`config.mk`:
```
export PLATFORM = sky130hd
export DESIGN_NAME = adjacency_matrix_dfs_engine
export DESIGN_NICKNAME = d
export VERILOG_FILES = /design/src/hdl/adfs_pkg.sv /design/src/hdl/adfs_adj_mem.sv /design/src/hdl/adfs_stack_mem.sv /design/src/hdl/adjacency_matrix_dfs_engine.sv
export SDC_FILE = /design/constraint.sdc
export NUM_CORES = 1
export LEC_CHECK = 0
export CORE_UTILIZATION = 49
export DETAILED_ROUTE_END_ITERATION = 12
export DONT_BUFFER_PORTS = 1
export PLACE_DENSITY_LB_ADDON = 0.2
export RECOVER_POWER = 50
export SETUP_SLACK_MARGIN = 0.3
export SYNTH_ARGS = -nofsm -noshare
export SYNTH_HDL_FRONTEND = slang
export SYNTH_SLANG_ARGS = --single-unit
export TNS_END_PERCENT = 50
```
`constraint.sdc`:
```
create_clock -name clk -period 6.4 [get_ports clk]
set_clock_uncertainty 0.05 [all_clocks]
set_input_delay 0.64 -clock clk [delete_from_list [all_inputs] [get_ports clk]]
set_output_delay 0.64 -clock clk [all_outputs]
set_load 0.02 [all_outputs]
```
`src/hdl/adfs_pkg.sv`:
```
package adfs_pkg;

    localparam int NV = 16;
    localparam int VW = 4;
    localparam int DW = 5;
    localparam int ETW = 9;

    localparam logic [2:0] OP_ADD   = 3'd0;
    localparam logic [2:0] OP_CLEAR = 3'd1;
    localparam logic [2:0] OP_QUERY = 3'd2;
    localparam logic [2:0] OP_ORDER = 3'd3;
    localparam logic [2:0] OP_TREE  = 3'd4;
    localparam logic [2:0] OP_CONN  = 3'd5;

    localparam logic [1:0] ST_OK    = 2'd0;
    localparam logic [1:0] ST_RANGE = 2'd1;
    localparam logic [1:0] ST_DISC  = 2'd2;

    localparam logic REG_DIRECTED = 1'b0;
    localparam logic REG_VCOUNT   = 1'b1;

    typedef logic [NV-1:0] row_t;
    typedef logic [VW-1:0] vtx_t;

    typedef struct packed {
        logic en;
        vtx_t addr;
        row_t data;
    } adj_wr_t;

    typedef struct packed {
        logic en;
        vtx_t addr;
        vtx_t data;
    } stk_wr_t;

    // index of the lowest set bit
    function automatic vtx_t lowest_bit(input row_t r);
        vtx_t idx;
        idx = '0;
        for (int i = NV - 1; i >= 0; i--)
        begin
            if (r[i])
            begin
                idx = VW'(i);
            end
        end
        return idx;
    endfunction

endpackage

```
`src/hdl/adfs_adj_mem.sv`:
```
module adfs_adj_mem
    import adfs_pkg::*;
(
    input  logic    clk,
    input  logic    rst_n,
    input  logic    clear_all,
    input  adj_wr_t wr,
    input  logic    re,
    input  vtx_t    raddr,
    output row_t    rdata
);

    row_t            mem [NV];
    logic [NV-1:0]   row_vld_reg;
    row_t            row_q_reg;
    logic            vld_q_reg;

    // row valid bits give the all-zero matrix after reset and clear
    always_ff @(posedge clk or negedge rst_n)
    begin
        if (!rst_n)
        begin
            row_vld_reg <= '0;
        end
        else if (clear_all)
        begin
            row_vld_reg <= '0;
        end
        else if (wr.en)
        begin
            row_vld_reg[wr.addr] <= 1'b1;
        end
    end

    always_ff @(posedge clk)
    begin
        if (wr.en)
        begin
            mem[wr.addr] <= wr.data;
        end
        if (re)
        begin
            row_q_reg <= mem[raddr];
            vld_q_reg <= row_vld_reg[raddr];
        end
    end

    assign rdata = vld_q_reg ? row_q_reg : '0;

endmodule

```
`src/hdl/adfs_stack_mem.sv`:
```
module adfs_stack_mem
    import adfs_pkg::*;
(
    input  logic    clk,
    input  stk_wr_t wr,
    input  logic    re,
    input  vtx_t    raddr,
    output vtx_t    rdata
);

    vtx_t mem [NV];
    vtx_t rdata_reg;

    always_ff @(posedge clk)
    begin
        if (wr.en)
        begin
            mem[wr.addr] <= wr.data;
        end
        if (re)
        begin
            rdata_reg <= mem[raddr];
        end
    end

    assign rdata = rdata_reg;

endmodule

```
`src/hdl/adjacency_matrix_dfs_engine.sv`:
```
// Depth-first search engine over a 16 x 16 adjacency bit matrix. One input
// beat carries an operation (add edge, clear, query edge, depth-first order,
// spanning tree, connectivity) and produces one or more result beats, the
// final one flagged by m_tlast. The matrix sits in a synchronous row memory
// and the walk stack in a second small memory; the controller reads a row,
// picks the lowest unvisited neighbor and pushes it, or pops the stack. A new
// beat is taken only once the previous operation has finished. A directed
// connectivity test runs one walk from each vertex in turn, stopping at the
// first that misses a vertex. Result beats wait in an output register, so a
// stalled master side holds the walk only when that register is full.
module adjacency_matrix_dfs_engine
    import adfs_pkg::*;
(
    input  logic        clk,
    input  logic        rst_n,
    // configuration writes
    input  logic        cfg_we,
    input  logic        cfg_addr,
    input  logic [4:0]  cfg_wdata,
    // input beats
    input  logic        s_tvalid,
    output logic        s_tready,
    input  logic [7:0]  s_tdata,    // first_vertex[3:0], second_vertex[7:4]
    input  logic [2:0]  s_tuser,    // operation
    // result beats
    output logic        m_tvalid,
    input  logic        m_tready,
    output logic [23:0] m_tdata,    // vertex_id[3:0], parent_vertex[7:4], status[9:8],
                                    // edge_present[10], connected[11], edge_count[20:12]
    output logic        m_tuser,    // item_valid
    output logic        m_tlast
);

    // controller states
    localparam logic [3:0] S_IDLE    = 4'd0;
    localparam logic [3:0] S_DISP    = 4'd1;
    localparam logic [3:0] S_ADD_CHK = 4'd2;
    localparam logic [3:0] S_ADD_WR2 = 4'd3;
    localparam logic [3:0] S_QRY     = 4'd4;
    localparam logic [3:0] S_START   = 4'd5;
    localparam logic [3:0] S_READ    = 4'd6;
    localparam logic [3:0] S_SCAN    = 4'd7;
    localparam logic [3:0] S_POP     = 4'd8;
    localparam logic [3:0] S_DONE    = 4'd9;

    // walk purposes
    localparam logic [1:0] MODE_ORDER = 2'd0;
    localparam logic [1:0] MODE_CONN  = 2'd1;
    localparam logic [1:0] MODE_TREE  = 2'd2;

    logic               directed_reg;
    logic [4:0]         vcount_reg;

    logic [3:0]         state_reg, state_next;
    logic [1:0]         mode_reg, mode_next;
    logic [2:0]         op_reg;
    vtx_t               u_reg, v_reg;
    vtx_t               src_reg, src_next;
    vtx_t               iter_reg, iter_next;
    vtx_t               top_reg, top_next;
    logic [DW-1:0]      depth_reg, depth_next;
    logic [DW-1:0]      cnt_reg, cnt_next;
    row_t               visited_reg, visited_next;
    logic [ETW-1:0]     edge_total_reg, edge_total_next;

    // output register
    logic               out_valid_reg;
    vtx_t               o_vid_reg, o_par_reg;
    logic               o_ivalid_reg, o_present_reg, o_conn_reg, o_last_reg;
    logic [1:0]         o_status_reg;
    logic [ETW-1:0]     o_ecount_reg;

    // emit request
    logic               emit;
    vtx_t               e_vid, e_par;
    logic               e_ivalid, e_present, e_conn, e_last;
    logic [1:0]         e_status;

    logic               out_free;
    logic [4:0]         n_eff;
    row_t               mask;
    logic               u_oor, v_oor;

    adj_wr_t            adj_wr;
    logic               adj_re, adj_clear;
    vtx_t               adj_raddr;
    row_t               adj_rdata;
    stk_wr_t            stk_wr;
    logic               stk_re;
    vtx_t               stk_raddr;
    vtx_t               stk_rdata;

    row_t               avail, unvisited;
    vtx_t               w;
    logic               walk_ok;

    adfs_adj_mem u_adj (
        .clk       (clk),
        .rst_n     (rst_n),
        .clear_all (adj_clear),
        .wr        (adj_wr),
        .re        (adj_re),
        .raddr     (adj_raddr),
        .rdata     (adj_rdata)
    );

    adfs_stack_mem u_stk (
        .clk   (clk),
        .wr    (stk_wr),
        .re    (stk_re),
        .raddr (stk_raddr),
        .rdata (stk_rdata)
    );

    // effective vertex count, 1 to 16
    always_comb
    begin
        if (vcount_reg == 5'd0)
        begin
            n_eff = 5'd1;
        end
        else if (vcount_reg > 5'(NV))
        begin
            n_eff = 5'(NV);
        end
        else
        begin
            n_eff = vcount_reg;
        end
    end

    assign mask      = ~(row_t'('1) << n_eff);
    assign u_oor     = {1'b0, u_reg} >= n_eff;
    assign v_oor     = {1'b0, v_reg} >= n_eff;
    assign out_free  = !out_valid_reg || m_tready;
    assign s_tready  = (state_reg == S_IDLE);
    assign avail     = adj_rdata & mask & ~visited_reg;
    assign w         = lowest_bit(avail);
    assign unvisited = mask & ~visited_reg;
    assign walk_ok   = (visited_reg & mask) == mask;

    // configuration registers
    always_ff @(posedge clk or negedge rst_n)
    begin
        if (!rst_n)
        begin
            directed_reg <= 1'b0;
            vcount_reg   <= 5'(NV);
        end
        else if (cfg_we)
        begin
            case (cfg_addr)
                REG_DIRECTED: directed_reg <= cfg_wdata[0];
                REG_VCOUNT:   vcount_reg   <= cfg_wdata;
                default:      vcount_reg   <= vcount_reg;
            endcase
        end
    end

    always_comb
    begin
        state_next      = state_reg;
        mode_next       = mode_reg;
        src_next        = src_reg;
        iter_next       = iter_reg;
        top_next        = top_reg;
        depth_next      = depth_reg;
        cnt_next        = cnt_reg;
        visited_next    = visited_reg;
        edge_total_next = edge_total_reg;

        emit      = 1'b0;
        e_vid     = '0;
        e_par     = '0;
        e_ivalid  = 1'b0;
        e_status  = ST_OK;
        e_present = 1'b0;
        e_conn    = 1'b0;
        e_last    = 1'b1;

        adj_clear = 1'b0;
        adj_wr    = '0;
        adj_re    = 1'b0;
        adj_raddr = u_reg;
        stk_wr    = '0;
        stk_re    = 1'b0;
        stk_raddr = '0;

        case (state_reg)
            S_IDLE:
            begin
                if (s_tvalid)
                begin
                    state_next = S_DISP;
                end
            end

            S_DISP:
            begin
                if (out_free)
                begin
                    case (op_reg)
                        OP_ADD, OP_QUERY:
                        begin
                            if (u_oor || v_oor)
                            begin
                                emit       = 1'b1;
                                e_status   = ST_RANGE;
                                state_next = S_IDLE;
                            end
                            else
                            begin
                                adj_re     = 1'b1;
                                state_next = (op_reg == OP_ADD) ? S_ADD_CHK : S_QRY;
                            end
                        end
                        OP_CLEAR:
                        begin
                            adj_clear       = 1'b1;
                            edge_total_next = '0;
                            emit            = 1'b1;
                            state_next      = S_IDLE;
                        end
                        OP_ORDER, OP_TREE, OP_CONN:
                        begin
                            if (v_oor && op_reg != OP_CONN)
                            begin
                                emit       = 1'b1;
                                e_status   = ST_RANGE;
                                state_next = S_IDLE;
                            end
                            else
                            begin
                                visited_next = '0;
                                cnt_next     = '0;
                                iter_next    = '0;
                                mode_next    = (op_reg == OP_ORDER) ? MODE_ORDER : MODE_CONN;
                                src_next     = (op_reg == OP_ORDER) ? v_reg : '0;
                                state_next   = S_START;
                            end
                        end
                        default:
                        begin
                            emit       = 1'b1;
                            state_next = S_IDLE;
                        end
                    endcase
                end
            end

            S_ADD_CHK:
            begin
                if (out_free)
                begin
                    if (adj_rdata[v_reg])
                    begin
                        emit       = 1'b1;
                        state_next = S_IDLE;
                    end
                    else
                    begin
                        adj_wr.en   = 1'b1;
                        adj_wr.addr = u_reg;
                        adj_wr.data = adj_rdata | (row_t'(1) << v_reg);
                        if (edge_total_reg != '1)
                        begin
                            edge_total_next = edge_total_reg + 1'b1;
                        end
                        if (directed_reg || u_reg == v_reg)
                        begin
                            emit       = 1'b1;
                            state_next = S_IDLE;
                        end
                        else
                        begin
                            adj_re     = 1'b1;
                            adj_raddr  = v_reg;
                            state_next = S_ADD_WR2;
                        end
                    end
                end
            end

            S_ADD_WR2:
            begin
                if (out_free)
                begin
                    adj_wr.en   = 1'b1;
                    adj_wr.addr = v_reg;
                    adj_wr.data = adj_rdata | (row_t'(1) << u_reg);
                    emit        = 1'b1;
                    state_next  = S_IDLE;
                end
            end

            S_QRY:
            begin
                if (out_free)
                begin
                    emit       = 1'b1;
                    e_present  = adj_rdata[v_reg];
                    state_next = S_IDLE;
                end
            end

            S_START:
            begin
                if (out_free || mode_reg != MODE_ORDER)
                begin
                    visited_next   = visited_reg | (row_t'(1) << src_reg);
                    stk_wr.en      = 1'b1;
                    stk_wr.addr    = '0;
                    stk_wr.data    = src_reg;
                    depth_next     = DW'(1);
                    top_next       = src_reg;
                    if (mode_reg == MODE_ORDER)
                    begin
                        emit     = 1'b1;
                        e_vid    = src_reg;
                        e_ivalid = 1'b1;
                        e_last   = (cnt_reg + 1'b1) == n_eff;
                        cnt_next = cnt_reg + 1'b1;
                    end
                    state_next = S_READ;
                end
            end

            S_READ:
            begin
                adj_re     = 1'b1;
                adj_raddr  = top_reg;
                state_next = S_SCAN;
            end

            S_SCAN:
            begin
                if (avail == '0)
                begin
                    depth_next = depth_reg - 1'b1;
                    if (depth_reg == DW'(1))
                    begin
                        state_next = S_DONE;
                    end
                    else
                    begin
                        stk_re     = 1'b1;
                        stk_raddr  = VW'(depth_reg - DW'(2));
                        state_next = S_POP;
                    end
                end
                else if (out_free || mode_reg == MODE_CONN)
                begin
                    visited_next = visited_reg | (row_t'(1) << w);
                    stk_wr.en    = 1'b1;
                    stk_wr.addr  = depth_reg[VW-1:0];
                    stk_wr.data  = w;
                    depth_next   = depth_reg + 1'b1;
                    top_next     = w;
                    cnt_next     = cnt_reg + 1'b1;
                    if (mode_reg != MODE_CONN)
                    begin
                        emit     = 1'b1;
                        e_vid    = w;
                        e_ivalid = 1'b1;
                        if (mode_reg == MODE_TREE)
                        begin
                            e_par  = top_reg;
                            e_conn = 1'b1;
                            e_last = (cnt_reg + DW'(2)) == n_eff;
                        end
                        else
                        begin
                            e_last = (cnt_reg + 1'b1) == n_eff;
                        end
                    end
                    state_next = S_READ;
                end
            end

            S_POP:
            begin
                // new top arrives from the stack; fetch its row at once
                top_next   = stk_rdata;
                adj_re     = 1'b1;
                adj_raddr  = stk_rdata;
                state_next = S_SCAN;
            end

            S_DONE:
            begin
                case (mode_reg)
                    MODE_ORDER:
                    begin
                        if (unvisited == '0)
                        begin
                            state_next = S_IDLE;
                        end
                        else
                        begin
                            src_next   = lowest_bit(unvisited);
                            state_next = S_START;
                        end
                    end
                    MODE_CONN:
                    begin
                        if (walk_ok && directed_reg && ({1'b0, iter_reg} + 1'b1) < n_eff)
                        begin
                            iter_next    = iter_reg + 1'b1;
                            src_next     = iter_reg + 1'b1;
                            visited_next = '0;
                            state_next   = S_START;
                        end
                        else if (out_free)
                        begin
                            if (op_reg == OP_CONN)
                            begin
                                emit       = 1'b1;
                                e_conn     = walk_ok;
                                state_next = S_IDLE;
                            end
                            else if (!walk_ok)
                            begin
                                emit       = 1'b1;
                                e_status   = ST_DISC;
                                state_next = S_IDLE;
                            end
                            else if (n_eff == 5'd1)
                            begin
                                emit       = 1'b1;
                                e_conn     = 1'b1;
                                state_next = S_IDLE;
                            end
                            else
                            begin
                                mode_next    = MODE_TREE;
                                visited_next = '0;
                                cnt_next     = '0;
                                src_next     = v_reg;
                                state_next   = S_START;
                            end
                        end
                    end
                    default:
                    begin
                        state_next = S_IDLE;
                    end
                endcase
            end

            default:
            begin
                state_next = S_IDLE;
            end
        endcase
    end

    always_ff @(posedge clk or negedge rst_n)
    begin
        if (!rst_n)
        begin
            state_reg      <= S_IDLE;
            mode_reg       <= MODE_ORDER;
            src_reg        <= '0;
            iter_reg       <= '0;
            top_reg        <= '0;
            depth_reg      <= '0;
            cnt_reg        <= '0;
            visited_reg    <= '0;
            edge_total_reg <= '0;
            out_valid_reg  <= 1'b0;
        end
        else
        begin
            state_reg      <= state_next;
            mode_reg       <= mode_next;
            src_reg        <= src_next;
            iter_reg       <= iter_next;
            top_reg        <= top_next;
            depth_reg      <= depth_next;
            cnt_reg        <= cnt_next;
            visited_reg    <= visited_next;
            edge_total_reg <= edge_total_next;
            if (emit)
            begin
                out_valid_reg <= 1'b1;
            end
            else if (m_tready)
            begin
                out_valid_reg <= 1'b0;
            end
        end
    end

    // captured beat and result payload
    always_ff @(posedge clk)
    begin
        if (s_tvalid && s_tready)
        begin
            op_reg <= s_tuser;
            u_reg  <= s_tdata[3:0];
            v_reg  <= s_tdata[7:4];
        end
        if (emit)
        begin
            o_vid_reg     <= e_vid;
            o_par_reg     <= e_par;
            o_ivalid_reg  <= e_ivalid;
            o_status_reg  <= e_status;
            o_present_reg <= e_present;
            o_conn_reg    <= e_conn;
            o_ecount_reg  <= edge_total_next;
            o_last_reg    <= e_last;
        end
    end

    assign m_tvalid = out_valid_reg;
    assign m_tdata  = {3'b000, o_ecount_reg, o_conn_reg, o_present_reg, o_status_reg,
                       o_par_reg, o_vid_reg};
    assign m_tuser  = o_ivalid_reg;
    assign m_tlast  = o_last_reg;

`ifndef SYNTHESIS
    // a result is never loaded over one that the master side has not taken
    a_no_overwrite: assert property (@(posedge clk) disable iff (!rst_n)
        emit |-> out_free)
        else $error("result register overwritten");

    // the walk stack never grows past its NV entries
    a_depth_bound: assert property (@(posedge clk) disable iff (!rst_n)
        depth_reg <= DW'(NV))
        else $error("walk stack overflow");

    // a scan only ever sees marks of vertices in use
    a_visited_in_range: assert property (@(posedge clk) disable iff (!rst_n)
        (state_reg == S_SCAN) |-> ((visited_reg & ~mask) == '0))
        else $error("visit mark outside vertex range");

    // the edge counter only drops on a clear
    a_count_monotonic: assert property (@(posedge clk) disable iff (!rst_n)
        (edge_total_reg < $past(edge_total_reg)) |-> $past(adj_clear))
        else $error("edge counter dropped without clear");
`endif

endmodule
```
==> flow_metrics.tcl <==
set metrics [dict create \
    synth-compound-area-share 0.145 \
    clock-sinks 451 \
    reg2reg_depth 9 \
    outcome "complete, but fails checks" \
    area_growth_pct 9.85 \
    violations "capacitance limit, slew limit" \
    largest_registers "u_adj.mem x256, u_stk.mem x64" \
    critPathArrivalTime_ps 5280 \
    async_flop_share 0.169 \
    switching_share 0.343 \
    worstHoldPathType "in2reg" \
    fillers 3520 \
    synth_edf_count 375 \
    wl_um 55600 \
    crit_cells 9 \
    antennaDiodeCount 0 \
    synth-adder-area-share 0.0131 \
    drive_above_1_share 0.0877 \
    power_frac_seq 0.446 \
    synthMuxAreaShare 0.0463 \
    port_buffers 0 \
    p_switching_uw 3070 \
    cts_root_buf "clkbuf_16" \
    yosysSeqAreaShare 0.626 \
    leakage_uw 0.00794 \
    slowest_delay_ps 880 \
    cp_top_family "simple AND/OR/NAND/NOR gates" \
    slowest_stage "clkbuf_1" \
    grt_usage 0.255 \
    ys.flop_type "edfxtp_1" \
    dieHeight_um 209 \
    gp_congestion 1.02 \
    avgViaCountPerCell 6.32 \
    netlist-cell-type-count 83 \
    clkTransAtPathRegs_ps 60 \
    grt_pass1_wl_um 84300 \
    drc_errors 0 \
    dr.pass1.iters 6 \
    max_cap_viol_count 2 \
    maxSlewViolCount 95 \
    cpMostUsedCell "nor2_1" \
    finalPower_uw 8940 \
    fin_setup_tns_ps 0 \
    path_cells "mux4_2, and4b_1, a211oi_1, and3_1, a21oi_1, nor2_1, a31oi_1, nor2_1, clkbuf_1" \
    crit_type "reg2reg" \
    num_vias 14500 \
    worst_pin_slew_ps 4520 \
    drtIter0Drc 1663 \
    largest_reg_flops 256 \
    cts_tree "built" \
    h-tree-depth 2 \
    crit_path_max_fanout 22 \
    ir_drop_uv 356 \
    final_area_um2 23100 \
    dieWidth_um 209 \
    crit_path_end_kind "register" \
    dp_hpwl_um 35900 \
    ys_warn_count 0 \
    core_um2 42100 \
    p_clk_frac 0.294 \
    yosys.area_share.simple 0.135 \
    syn_inst 1728 \
    top_register "u_adj.mem" \
    synth_xor_area_frac 0.00875 \
    crit_start "v_reg[0]$_DFFE_PP_" \
    rsz0062_at_grt "false" \
    hold_violations 0 \
    postPlaceCellArea_um2 21700 \
    wire_per_inst_um 24.2 \
    cts_buffers 48 \
    min_period_over_period 0.802 \
    p_int_uw 5870 \
    fin_cells 2294 \
    crit_end "u_adj.mem[3][2]$_DFFE_PP_" \
    timing.critical_path.buf_inv 1 \
    nets 1761 \
    synthesis.area_um2 21000 \
    fin_crit_ps 5140 \
    first_global_vias 13900 \
    grt_max_degree 135 \
    antenna_found_initial 0 \
    core.rowCount 75 \
    max_freq_mhz 195 \
    clock_latency_ps 610 \
    ctsLongestPathBuffers 3 \
    reg2reg_to "u_adj.mem[3][2]$_DFFE_PP_" \
    dieArea_um2 43700 \
    required_ps 6550 \
    ant_nets 0 \
    start_util 0.499 \
    ioPinCount 50 \
    rrSetupSlack_ps 1260 \
    cts_resized 0 \
    dp_cells 2204 \
    worstSetupStartpointType "register" \
    combPwrFrac 0.260 \
    syn_area_per_cell_um2 12.2 \
    pwr_density_cell_nw_per_um2 387 \
    setup_viol 0 \
    r2r_start "v_reg[0]$_DFFE_PP_" \
    slew_headroom -2.01 \
    overflow 0 \
    synth_top_family_by_area "compound AO/OA/AOI/OAI gates" \
    ys_seq_elements 451 \
]
[cell families (layout without fill, tap and decap cells)]
| logic type | Yosys count | in the layout |
|---|---|---|
| adder cells (fa/ha/maj) | 22 | 22 |
| XOR/XNOR | 21 | 21 |
| other | 1 | 3 |
| AND/OR/NAND/NOR | 596 | 596 |
| AO/OA/AOI/OAI | 425 | 425 |
| multiplexers | 81 | 81 |
| flip-flops | 451 | 451 |
| buffers and inverters | 131 | 156 |
[per-layer routing]
metal	global-route usage	vias up	wire, µm
met1	0.348	7189	23400
met5	0	-	0
met2	0.412	618	26700
met3	0.0443	110	3880
li1	-	6590	-
met4	0.0903	0	1630
[power by group through the flow]
stage / Sequential, µW / Clock [µW] / Combinational (µW)
floorplan: 3830 / 0 / 1770
global placement: 4030 / 0 / 2270
detailed placement: 4030 / 0 / 2300
CTS: 3980 / 2670 / 2320
global route: 4020 / 2780 / 2530
finish: 3980 / 2630 / 2320
[synth_stat cells (45+ instances only)]
cell,n,area share
clkbuf_1,75,0.013
a211oi_1,63,0.022
edfxtp_1,375,0.54
dfrtp_1,75,0.089
nor2_1,118,0.021
nor3_1,54,0.013
o21ai_0,63,0.015
a31oi_1,50,0.015
a21oi_1,62,0.015
and2_1,52,0.015
nand2_1,217,0.039
mux2i_1,45,0.021
[worst min-delay path by stage]
stage                           from                endpoint  slack (ps)  depth (start not counted)
after detailed placement       rst_n  cnt_reg[1]$_DFFE_PN0P_         300                          0
final                     s_tuser[1]     op_reg[1]$_DFFE_PP_          90                          0
after floorplan                rst_n  cnt_reg[0]$_DFFE_PN0P_         290                          0
after global placement         rst_n  cnt_reg[0]$_DFFE_PN0P_         300                          0
after CTS                 s_tuser[0]     op_reg[0]$_DFFE_PP_          60                          0
after global routing      s_tuser[1]     op_reg[1]$_DFFE_PP_          70                          0
[cell usage in the layout, fill, tap and decap left out, drive strengths merged, types with 22 or more instances in the layout]
| cell type | count |
|---|---|
| a221o | 22 |
| dfrtp | 75 |
| mux2 | 26 |
| and3 | 25 |
| inv | 25 |
| ha | 22 |
| nor3 | 55 |
| mux2i | 45 |
| o21ai | 63 |
| and2 | 68 |
| a211oi | 64 |
| nand2 | 217 |
| nand3 | 27 |
| buf | 31 |
| a21oi | 62 |
| clkbuf | 83 |
| a31oi | 50 |
| nor2 | 118 |
| edfxtp | 375 |
[per-stage QoR]
| step | setup slack, ps | util | hold WS [ps] |
|---|---|---|---|
| floorplan | 1320 | - | 294 |
| global placement | 1980 | 0.514 | 296 |
| detailed placement | 1830 | 0.514 | 297 |
| CTS | 1790 | 0.551 | 64.5 |
| global route | 751 | 0.548 | 66.7 |
| finish | 1260 | 0.548 | 89.9 |
[what timing repair did]
item / 4_1_cts / 5_1_grt
buffers inserted: 0 / 0
hold buffers: 2 / 0
endpoints found under the hold margin: 76 / 0
[cell type report]
cell class | instances | area (µm²) | share of cell area
sequential | 451 | 13200 | 0.570
multi-input combinational | 1148 | 7370 | 0.319
clock buffer | 73 | 1380 | 0.0597
tap | 539 | 674 | 0.0292
timing repair buffer | 42 | 293 | 0.0127
clock inverter | 15 | 115 | 0.00499
inverter | 26 | 97.6 | 0.00423
Note: power is estimated with default switching activity, not from simulation.
